## src/lpcpns_pkg.sv

```systemverilog
`timescale 1ns / 1ps
`default_nettype none
package lpcpns_pkg;

  localparam int MAX_TAPS   = 32;
  localparam int TAP_AW     = $clog2(MAX_TAPS);
  localparam int ORDER_W    = 6;
  localparam int DEF_PITCH  = 100;
  localparam int NOISE_MID  = 16384;
  localparam int CFG_IDX_W  = 2;
  localparam int CFG_DATA_W = 16;

  // Command codes carried in the input item.
  localparam logic [1:0] CMD_COEF  = 2'd0;
  localparam logic [1:0] CMD_FRAME = 2'd1;
  localparam logic [1:0] CMD_TICK  = 2'd2;

  // Configuration register indexes.
  localparam logic [CFG_IDX_W-1:0] CFG_ORDER  = 2'd0;
  localparam logic [CFG_IDX_W-1:0] CFG_PFACT  = 2'd1;
  localparam logic [CFG_IDX_W-1:0] CFG_USEEXT = 2'd2;

  // What a product of the shared multiplier stands for.
  typedef enum logic [1:0] {
    TAG_TAP,
    TAG_PULSE,
    TAG_NOISE
  } mul_tag_t;

  typedef struct packed {
    logic [1:0]         cmd;
    logic [4:0]         coef_index;
    logic signed [23:0] coef_value;
    logic [11:0]        pitch_period;
    logic [23:0]        frame_gain;
    logic signed [23:0] ext_sample;
    logic               ext_valid;
  } in_t;

  typedef struct packed {
    logic signed [31:0] sample_out;
    logic               clipped;
  } out_t;

  // Request to and status from the reload divider.
  typedef struct packed {
    logic        start;
    logic [19:0] dividend;
    logic [15:0] divisor;
  } div_req_t;

  typedef struct packed {
    logic        busy;
    logic        done;
    logic [15:0] quot;
  } div_rsp_t;

endpackage
`default_nettype wire

```

## src/lpcpns_mul.sv

```systemverilog
`timescale 1ns / 1ps
`default_nettype none
module lpcpns_mul
  import lpcpns_pkg::*;
(
  input  wire logic               clk,
  input  wire logic               rst_n,
  input  wire logic               vld_in,
  input  wire mul_tag_t           tag_in,
  input  wire logic signed [32:0] a_in,
  input  wire logic signed [24:0] b_in,
  output logic                    vld_out,
  output mul_tag_t                tag_out,
  output logic signed [57:0]      prod_out
);

  logic                vld_r;
  mul_tag_t            tag_r;
  logic signed [57:0]  prod_r;

  // One registered signed multiply per cycle, shared by all product kinds.
  always_ff @(posedge clk) begin
    if (!rst_n) begin
      vld_r <= 1'b0;
    end else begin
      vld_r <= vld_in;
    end
    tag_r  <= tag_in;
    prod_r <= a_in * b_in;
  end

  assign vld_out  = vld_r;
  assign tag_out  = tag_r;
  assign prod_out = prod_r;

endmodule
`default_nettype wire

```

## src/lpcpns_div.sv

```systemverilog
`timescale 1ns / 1ps
`default_nettype none
module lpcpns_div
  import lpcpns_pkg::*;
(
  input  wire logic     clk,
  input  wire logic     rst_n,
  input  wire div_req_t req,
  output div_rsp_t      rsp
);

  logic [16:0] rem_r;
  logic [19:0] dvd_r;
  logic [15:0] den_r;
  logic [4:0]  cnt_r;
  logic        busy_r;
  logic        done_r;
  logic [16:0] trial;
  logic [17:0] diff;

  // Restoring division, one quotient bit per cycle.
  assign trial = {rem_r[15:0], dvd_r[19]};
  assign diff  = {1'b0, trial} - {2'b00, den_r};

  always_ff @(posedge clk) begin
    if (!rst_n) begin
      busy_r <= 1'b0;
      done_r <= 1'b0;
      cnt_r  <= '0;
    end else begin
      done_r <= 1'b0;
      if (!busy_r && req.start) begin
        busy_r <= 1'b1;
        cnt_r  <= '0;
      end else if (busy_r) begin
        cnt_r <= cnt_r + 5'd1;
        if (cnt_r == 5'd19) begin
          busy_r <= 1'b0;
          done_r <= 1'b1;
        end
      end
    end
    if (!busy_r && req.start) begin
      rem_r <= '0;
      dvd_r <= req.dividend;
      den_r <= req.divisor;
    end else if (busy_r) begin
      rem_r <= diff[17] ? trial : diff[16:0];
      dvd_r <= {dvd_r[18:0], ~diff[17]};
    end
  end

  // The quotient saturates to the counter range.
  assign rsp.busy = busy_r;
  assign rsp.done = done_r;
  assign rsp.quot = (|dvd_r[19:16]) ? 16'hFFFF : dvd_r[15:0];

endmodule
`default_nettype wire

```

## src/lpc_pulse_noise_resynthesizer.sv

```systemverilog
`timescale 1ns / 1ps
`default_nettype none
// Coefficient write and frame start: taken without leaving the idle state, except on the first frame,
// which waits while the 20-step reload divider runs (no division when the pitch factor is zero).
// Sample tick: any excitation product, then one tap per cycle through the one shared multiplier,
// then rounding; when a pulse fires and the divider runs, the rounding waits until it has finished.
// One item at a time; the result waits in an output register.
// Reset (synchronous, rst_n low) clears history valid bits and all control state.
module lpc_pulse_noise_resynthesizer
  import lpcpns_pkg::*;
(
  input  wire logic                  clk,
  input  wire logic                  rst_n,
  input  wire logic                  in_valid,
  output logic                       in_ready,
  input  wire in_t                   in_data,
  output logic                       out_valid,
  input  wire logic                  out_ready,
  output out_t                       out_data,
  input  wire logic                  cfg_we,
  input  wire logic [CFG_IDX_W-1:0]  cfg_index,
  input  wire logic [CFG_DATA_W-1:0] cfg_wdata
);

  typedef enum logic [2:0] {
    S_IDLE,
    S_DIV,
    S_EXC,
    S_TAP,
    S_ROUND
  } state_t;

  state_t state_r;

  // Configuration registers.
  logic [ORDER_W-1:0] order_r;
  logic signed [15:0] pf_r;
  logic               use_ext_r;

  // Frame and excitation state.
  logic [15:0]        cnt_r;
  logic [11:0]        cur_pitch_r;
  logic [11:0]        prev_pitch_r;
  logic [23:0]        gain_r;
  logic [14:0]        lfsr_r;
  logic               first_r;
  logic               exhausted_r;

  // Tick work registers.
  logic signed [63:0] acc_r;
  mul_tag_t           exc_tag_r;
  logic               exc_mul_r;
  logic [11:0]        exc_p_r;
  logic [ORDER_W-1:0] k_r;
  logic               rd_v_r;
  logic [TAP_AW-1:0]  rd_idx_r;
  logic signed [31:0] hist_q_r;
  logic               hv_q_r;
  logic signed [23:0] coef_q_r;
  logic signed [31:0] prev_h_r;
  logic [MAX_TAPS-1:0] hv_r;
  logic               out_valid_r;
  out_t               out_r;

  // Memories.
  logic signed [31:0] hist_mem [MAX_TAPS];
  logic signed [23:0] coef_mem [MAX_TAPS];

  logic               in_xfer;
  logic               out_xfer;
  logic [ORDER_W-1:0] order_use;
  logic               ext_active;
  logic               pf_pos;
  logic               pf_zero;
  logic               tick_noise;
  logic               tick_pulse;
  logic [11:0]        pulse_p;
  logic [15:0]        pf_mag;
  logic [14:0]        lfsr_nxt;
  logic signed [31:0] hist_rd;
  div_req_t           div_req;
  div_rsp_t           div_rsp;
  logic               mul_vi;
  mul_tag_t           mul_ti;
  logic signed [32:0] mul_a;
  logic signed [24:0] mul_b;
  logic               mul_vo;
  mul_tag_t           mul_to;
  logic signed [57:0] mul_p;
  logic signed [63:0] prod_ext;
  logic signed [63:0] prod_scaled;
  logic signed [63:0] rnd_sum;
  logic signed [43:0] rnd_val;
  logic               sat_hi;
  logic               sat_lo;
  logic signed [31:0] val;
  logic               round_go;
  logic               taps_done;

  assign in_ready  = (state_r == S_IDLE);
  assign in_xfer   = in_valid && in_ready;
  assign out_xfer  = out_valid_r && out_ready;
  assign out_valid = out_valid_r;
  assign out_data  = out_r;

  // Excitation selection from the present state.
  assign order_use  = (order_r > ORDER_W'(MAX_TAPS)) ? ORDER_W'(MAX_TAPS) : order_r;
  assign ext_active = use_ext_r && !exhausted_r;
  assign pf_pos     = !pf_r[15] && (pf_r != 16'sd0);
  assign pf_zero    = (pf_r == 16'sd0);
  assign tick_noise = !ext_active && ((pf_pos && cur_pitch_r == 12'd0) || pf_zero);
  assign tick_pulse = !ext_active && !tick_noise && (cnt_r <= 16'd1);
  assign pulse_p    = pf_pos ? cur_pitch_r : prev_pitch_r;
  assign pf_mag     = pf_r[15] ? 16'(-pf_r) : 16'(pf_r);
  assign lfsr_nxt   = {lfsr_r[13:0], lfsr_r[14] ^ lfsr_r[13]};

  // Reload divider requests, from a tick pulse or from the first frame.
  always_comb begin
    div_req.start    = 1'b0;
    div_req.dividend = {pulse_p, 8'd0};
    div_req.divisor  = pf_mag;
    if (in_xfer && in_data.cmd == CMD_TICK && tick_pulse) begin
      div_req.start = 1'b1;
    end else if (in_xfer && in_data.cmd == CMD_FRAME && first_r && !pf_zero) begin
      div_req.start    = 1'b1;
      div_req.dividend = pf_pos ? {in_data.pitch_period, 8'd0} : {12'(DEF_PITCH), 8'd0};
    end
  end

  lpcpns_div u_div (
    .clk   (clk),
    .rst_n (rst_n),
    .req   (div_req),
    .rsp   (div_rsp)
  );

  // Shared multiplier operands: excitation product first, then one tap per cycle.
  assign hist_rd = hv_q_r ? hist_q_r : 32'sd0;
  always_comb begin
    if (state_r == S_EXC) begin
      mul_vi = exc_mul_r;
      mul_ti = exc_tag_r;
      mul_a  = {9'd0, gain_r};
      if (exc_tag_r == TAG_NOISE) begin
        mul_b = 25'(signed'({1'b0, lfsr_r}) - 16'sd16384);
      end else begin
        mul_b = {13'd0, exc_p_r};
      end
    end else begin
      mul_vi = rd_v_r;
      mul_ti = TAG_TAP;
      mul_a  = 33'(hist_rd);
      mul_b  = 25'(coef_q_r);
    end
  end

  lpcpns_mul u_mul (
    .clk      (clk),
    .rst_n    (rst_n),
    .vld_in   (mul_vi),
    .tag_in   (mul_ti),
    .a_in     (mul_a),
    .b_in     (mul_b),
    .vld_out  (mul_vo),
    .tag_out  (mul_to),
    .prod_out (mul_p)
  );

  // Scale the product into the Q43 accumulator.
  assign prod_ext = 64'(mul_p);
  always_comb begin
    unique case (mul_to)
      TAG_PULSE: prod_scaled = (prod_ext <<< 24) + (prod_ext <<< 23);
      TAG_NOISE: prod_scaled = (prod_ext <<< 13) + (prod_ext <<< 11);
      default:   prod_scaled = prod_ext;
    endcase
  end

  // Round once to Q23 and saturate.
  assign rnd_sum = acc_r + 64'sd524288;
  assign rnd_val = 44'(rnd_sum >>> 20);
  assign sat_hi  = rnd_val > 44'sd2147483647;
  assign sat_lo  = rnd_val < -44'sd2147483648;
  assign val     = sat_hi ? 32'sh7FFFFFFF : (sat_lo ? 32'sh80000000 : 32'(rnd_val));

  assign taps_done = (k_r >= order_use) && !rd_v_r && !mul_vo;
  assign round_go  = (state_r == S_ROUND) && !div_rsp.busy && (!out_valid_r || out_ready);

  // Memory ports: coefficient writes, history shift and history head write.
  always_ff @(posedge clk) begin
    if (in_xfer && in_data.cmd == CMD_COEF) begin
      coef_mem[in_data.coef_index] <= in_data.coef_value;
    end
    if (state_r == S_TAP && k_r < order_use) begin
      hist_q_r <= hist_mem[k_r[TAP_AW-1:0]];
      coef_q_r <= coef_mem[k_r[TAP_AW-1:0]];
    end
    if (rd_v_r && rd_idx_r != '0) begin
      hist_mem[rd_idx_r] <= prev_h_r;
    end else if (round_go) begin
      hist_mem[0] <= val;
    end
  end

  // Sequencer, state and registered outputs.
  always_ff @(posedge clk) begin
    if (!rst_n) begin
      state_r      <= S_IDLE;
      order_r      <= ORDER_W'(10);
      pf_r         <= 16'sd256;
      use_ext_r    <= 1'b0;
      cnt_r        <= '0;
      cur_pitch_r  <= 12'(DEF_PITCH);
      prev_pitch_r <= 12'(DEF_PITCH);
      gain_r       <= '0;
      lfsr_r       <= 15'd1;
      first_r      <= 1'b1;
      exhausted_r  <= 1'b0;
      hv_r         <= '0;
      rd_v_r       <= 1'b0;
      out_valid_r  <= 1'b0;
      exc_mul_r    <= 1'b0;
      k_r          <= '0;
    end else begin
      // Configuration writes; an index beyond the list is ignored.
      if (cfg_we) begin
        unique case (cfg_index)
          CFG_ORDER:  order_r   <= cfg_wdata[ORDER_W-1:0];
          CFG_PFACT:  pf_r      <= signed'(cfg_wdata);
          CFG_USEEXT: use_ext_r <= cfg_wdata[0];
          default:    ;
        endcase
      end

      if (out_xfer) begin
        out_valid_r <= 1'b0;
      end

      // A finished division reloads the period counter.
      if (div_rsp.done) begin
        cnt_r <= div_rsp.quot;
      end

      rd_v_r <= 1'b0;
      if (rd_v_r) begin
        prev_h_r <= hist_rd;
        if (rd_idx_r != '0) begin
          hv_r[rd_idx_r] <= 1'b1;
        end
      end
      if (mul_vo) begin
        acc_r <= acc_r + prod_scaled;
      end

      unique case (state_r)
        S_IDLE: begin
          if (in_xfer) begin
            unique case (in_data.cmd)
              CMD_FRAME: begin
                if (first_r) begin
                  prev_pitch_r <= cur_pitch_r;
                  first_r      <= 1'b0;
                  if (pf_zero) begin
                    cnt_r <= 16'hFFFF;
                  end else begin
                    state_r <= S_DIV;
                  end
                end else if (cur_pitch_r != 12'd0) begin
                  prev_pitch_r <= cur_pitch_r;
                end
                cur_pitch_r <= in_data.pitch_period;
                gain_r      <= in_data.frame_gain;
              end
              CMD_TICK: begin
                acc_r     <= '0;
                exc_mul_r <= 1'b0;
                exc_tag_r <= TAG_PULSE;
                exc_p_r   <= pulse_p;
                k_r       <= '0;
                state_r   <= S_EXC;
                if (ext_active) begin
                  if (in_data.ext_valid) begin
                    acc_r <= 64'(in_data.ext_sample) <<< 21;
                  end else begin
                    exhausted_r <= 1'b1;
                  end
                end else if (tick_noise) begin
                  lfsr_r    <= lfsr_nxt;
                  exc_mul_r <= 1'b1;
                  exc_tag_r <= TAG_NOISE;
                end else if (tick_pulse) begin
                  exc_mul_r <= 1'b1;
                end else begin
                  cnt_r <= cnt_r - 16'd1;
                end
              end
              default: ;
            endcase
          end
        end
        S_DIV: begin
          if (div_rsp.done) begin
            state_r <= S_IDLE;
          end
        end
        S_EXC: begin
          state_r <= S_TAP;
        end
        S_TAP: begin
          if (k_r < order_use) begin
            rd_v_r   <= 1'b1;
            rd_idx_r <= k_r[TAP_AW-1:0];
            hv_q_r   <= hv_r[k_r[TAP_AW-1:0]];
            k_r      <= k_r + ORDER_W'(1);
          end else if (taps_done) begin
            state_r <= S_ROUND;
          end
        end
        S_ROUND: begin
          if (round_go) begin
            hv_r[0]           <= 1'b1;
            out_r.sample_out  <= val;
            out_r.clipped     <= sat_hi || sat_lo;
            out_valid_r       <= 1'b1;
            state_r           <= S_IDLE;
          end
        end
        default: state_r <= S_IDLE;
      endcase
    end
  end

endmodule
`default_nettype wire

```

## config.mk

```make
export PLATFORM = sky130hd
export DESIGN_NAME = lpc_pulse_noise_resynthesizer
export DESIGN_NICKNAME = d
export VERILOG_FILES = /design/src/lpcpns_pkg.sv /design/src/lpcpns_mul.sv /design/src/lpcpns_div.sv /design/src/lpc_pulse_noise_resynthesizer.sv
export SDC_FILE = /design/constraint.sdc
export NUM_CORES = 2
export LEC_CHECK = 0
export ABC_CLOCK_PERIOD_IN_PS = 11400
export CORE_ASPECT_RATIO = 0.6
export CORE_MARGIN = 8
export CORE_UTILIZATION = 45
export CTS_BUF_LIST = sky130_fd_sc_hd__clkbuf_4 sky130_fd_sc_hd__clkbuf_8
export DETAILED_ROUTE_END_ITERATION = 16
export DONT_BUFFER_PORTS = 1
export MAX_ROUTING_LAYER = met4
export PLACE_DENSITY = 0.71
export SKIP_LAST_GASP = 1
export SLEW_MARGIN = 20
export SYNTH_ARGS = -nofsm -noshare
export SYNTH_HDL_FRONTEND = slang
export SYNTH_SLANG_ARGS = --single-unit
```

## constraint.sdc

```tcl
create_clock -name clk -period 11.4 [get_ports clk]
set_input_delay 0.57 -clock clk [delete_from_list [all_inputs] [get_ports clk]]
set_output_delay 0.57 -clock clk [all_outputs]
set_load 0.01 [all_outputs]
```

==> out/results.tsv <==
metric	value	unit
synth-adder-area-share	0.166	
multi_input_area	55800	um2
crit_required	12.23	ns
dp_hpwl	297000	um
clk_pin_slew	0.07	ns
worstSetupStartpointType	flip-flop	
muxShareOfSynthArea	0.119	
synth_edf_count	2033	
failed_checks	capacitance limit	
grt_busiest_layer	met1	
vias	82388	
holdPathEnd	coef_mem[21][21]$_DFFE_PP_	
dieHeight	426	um
cts_setup_buffers	0	
ys.warnings.count	0	
cts_resized	0	
dp.cells	12690	
layout_common_cells	edfxtp_1 (2033), inv_1 (906), nand2_1 (857), fa_1 (830), nor2_1 (706)	
clk_path_buf_depth	4	
p_leak	51.1	nW
overflow	0	
finalSetupTns	0	ns
wirelength	419000	um
antenna_found_initial	31	
end_kind	flip-flop	
use_met1	0.428	
grt_max_degree	105	
place_congestion	1.05	
start_util	0.452	
relSlewSlack	0.0111	
rsz0062_at_grt	false	
grt_pass1_wl	593000	um
ir_drop	0.000667	V
async_flop_share	0	
fp.coreArea	279000	um2
synthCells	9209	
setup_violations	0	
r2r_start	exc_tag_r[0]$_SDFFCE_PP1P_	
clkSinkCount	2265	
slew_violations	0	
critical_path_class	reg2reg	
crit_fanout	18	
firstDrtPassIters	7	
yosys.area_share.simple	0.0740	
hold_depth	1	
cts-htree-levels	5	
clk_latency	1.03	ns
maxCapViolations	1	
synth_compound_area_frac	0.0602	
regArea	65700	um2
drt-initial-drc-count	12061	
synth_top_family_by_area	adder cells	
synthFlopType	edfxtp_1	
n_fill_cell	23321	
synth_fp_nets	10495	
dieArea	298000	um2
grt_pass1_vias	80027	
layout.cells.most_common	edfxtp_1	
final_nets	10698	
crit_path_start	exc_tag_r[0]$_SDFFCE_PP1P_	
period_minus_slack	10.40	ns
hold_class	in2reg	
synthXorXnorAreaFrac	0.0184	
fin_cells	13480	
cts-root-buf	clkbuf_8	
r2r_end	u_mul.prod_out[56]$_DFF_P_	
io_buffer_count	0	
ys_types	88	
cts_tree	yes	
fmax	96.2	MHz
post-route-drc-count	0	
post_drt_via_cell_ratio	6.11	
ant_nets	0	
dieWidth	699	um
syn_area	126000	um2
reg2reg_depth	24	
grtUsageMet3	0.132	
min-delay-start	in_data[82]	
worstMarginPinSlew	1.48	ns
use_met2	0.346	
row_count	150	
pwr_density_cell	287	nW/um2
reg2reg_slack	1.00	ns
finalHoldViolCount	0	
syn_avg_cell_area	13.7	um2
ys_seq_area_frac	0.522	
gr-usage-all-layers	0.285	
status	finished, violations left	
arrival	11.23	ns
syn_to_final_growth	10.6	%
synth-seq-cells	2265	
drive_above_1_share	0.164	
post_drt_wl_per_cell	31.1	um
cts_buffers	331	
fin_skew	0.125	ns
fin_crit_sh	0.912	
power.total	0.0399	W
io_pins	150	
==> logic make-up (layout without fill, tap and decap cells) <==
group | count (synthesis) | count (layout)
XOR/XNOR | 264 | 264
multiplexers | 772 | 772
AND/OR/NAND/NOR | 2152 | 2152
AO/OA/AOI/OAI | 1215 | 1215
other | 0 | 90
flip-flops | 2265 | 2265
buffers and inverters | 1370 | 1827
adder cells (fa/ha/maj) | 1171 | 1171
==> routing by layer <==
layer | routed length, um | share of wire
met2 | 157000 | 0.37
met4 | 9620 | 0.023
met1 | 181000 | 0.43
met3 | 72100 | 0.17
met5 | 0 | 0
==> state kept, by name, indices dropped and copies added (netlist names), 20 cells and up <==
| signal | cells |
|---|---|
| hist_mem | 1024 |
| coef_mem | 768 |
| acc_r | 64 |
| u_mul.prod_out | 58 |
| out_data | 33 |
| hist_q_r | 32 |
| hv_r | 32 |
| prev_h_r | 32 |
| coef_q_r | 24 |
| gain_r | 24 |
| u_div.dvd_r | 20 |
==> synth_stat cells, types with 26 or more instances <==
| cell | n | area, um2 |
|---|---|---|
| a211oi_1 | 42 | 315 |
| a21boi_0 | 36 | 270 |
| a21o_1 | 158 | 1190 |
| a21oi_1 | 415 | 2080 |
| a221oi_1 | 30 | 263 |
| a31oi_1 | 54 | 338 |
| and2_1 | 63 | 394 |
| and3_1 | 61 | 382 |
| buf_1 | 82 | 308 |
| clkbuf_1 | 370 | 1390 |
| dfxtp_1 | 232 | 4640 |
| edfxtp_1 | 2033 | 61000 |
| fa_1 | 830 | 16600 |
| ha_1 | 341 | 4270 |
| inv_1 | 907 | 3400 |
| mux2_2 | 102 | 1150 |
| mux2i_1 | 98 | 981 |
| mux4_2 | 570 | 12800 |
| nand2_1 | 860 | 3230 |
| nand2b_1 | 45 | 282 |
| nand3_1 | 95 | 475 |
| nand4_1 | 39 | 244 |
| nor2_1 | 773 | 2900 |
| nor2b_1 | 38 | 238 |
| nor3_1 | 65 | 325 |
| o21a_1 | 28 | 210 |
| o21ai_0 | 221 | 1110 |
| o21ai_1 | 26 | 130 |
| o21bai_1 | 42 | 315 |
| xnor2_1 | 176 | 1540 |
| xor2_1 | 88 | 771 |
==> how the worst max path moves through the flow <==
stage,to,slack (ns),depth (start not counted)
after floorplan,u_mul.prod_out[52]$_DFF_P_,2.91,32
after global placement,u_mul.prod_out[55]$_DFF_P_,1.31,27
after detailed placement,u_mul.prod_out[56]$_DFF_P_,1.55,24
after CTS,u_mul.prod_out[56]$_DFF_P_,1.46,24
after global routing,u_mul.prod_out[52]$_DFF_P_,0.81,28
final,u_mul.prod_out[56]$_DFF_P_,1.00,24
==> cell type report <==
cell class / instances / share of cell area
sequential: 2265 / 0.472
multi-input combinational: 5574 / 0.401
clock buffer: 452 / 0.0398
tap: 3724 / 0.0335
inverter: 910 / 0.0246
timing repair buffer: 330 / 0.0215
clock inverter: 135 / 0.00648
antenna: 90 / 0.00162
==> critical path: stages (launching register included) <==
cell	delay, ns
edfxtp_1	0.41
nand2b_1	0.68
nand2_1	0.25
a21oi_1	0.12
a21oi_2	0.78
buf_4	0.45
nor2_1	0.09
fa_1	0.66
fa_1	0.93
inv_1	0.30
fa_1	0.52
inv_1	0.45
fa_1	0.54
fa_1	0.56
fa_1	0.43
fa_1	0.47
ha_1	0.42
nand2_1	0.12
nor3_1	0.35
and3_1	0.25
nor3b_1	0.41
o311a_1	0.43
a21oi_1	0.14
a311oi_1	0.33
xor2_1	0.18
==> timing repair <==
| item | 4_1_cts | 5_1_grt |
|---|---|---|
| endpoints found under the hold margin | 954 | 3 |
| hold buffers | 109 | 1 |
| endpoints found under the setup margin | 0 | 0 |
==> power by group <==
| part | total, W | internal, W | switching [W] |
|---|---|---|---|
| clock network | 0.00659 | 0.00333 | 0.00326 |
| registers | 0.00991 | 0.00945 | 0.000461 |
| logic | 0.0234 | 0.00839 | 0.0150 |
| total | 0.0399 | 0.0212 | 0.0188 |
==> stage by stage <==
step / worst slack, ns / area [um2] / utilization / hold WS [ns]
after floorplan: 2.91 / 126000 / - / 0.432
after global placement: 1.31 / 131000 / 0.471 / 0.442
after detailed placement: 1.55 / 131000 / 0.472 / 0.452
after CTS: 1.46 / 139000 / 0.499 / 0.00170
after global routing: 0.809 / 139000 / 0.500 / 0.0446
final: 1.00 / 139000 / 0.500 / 0.0752
Note: power is estimated with default switching activity, not from simulation.
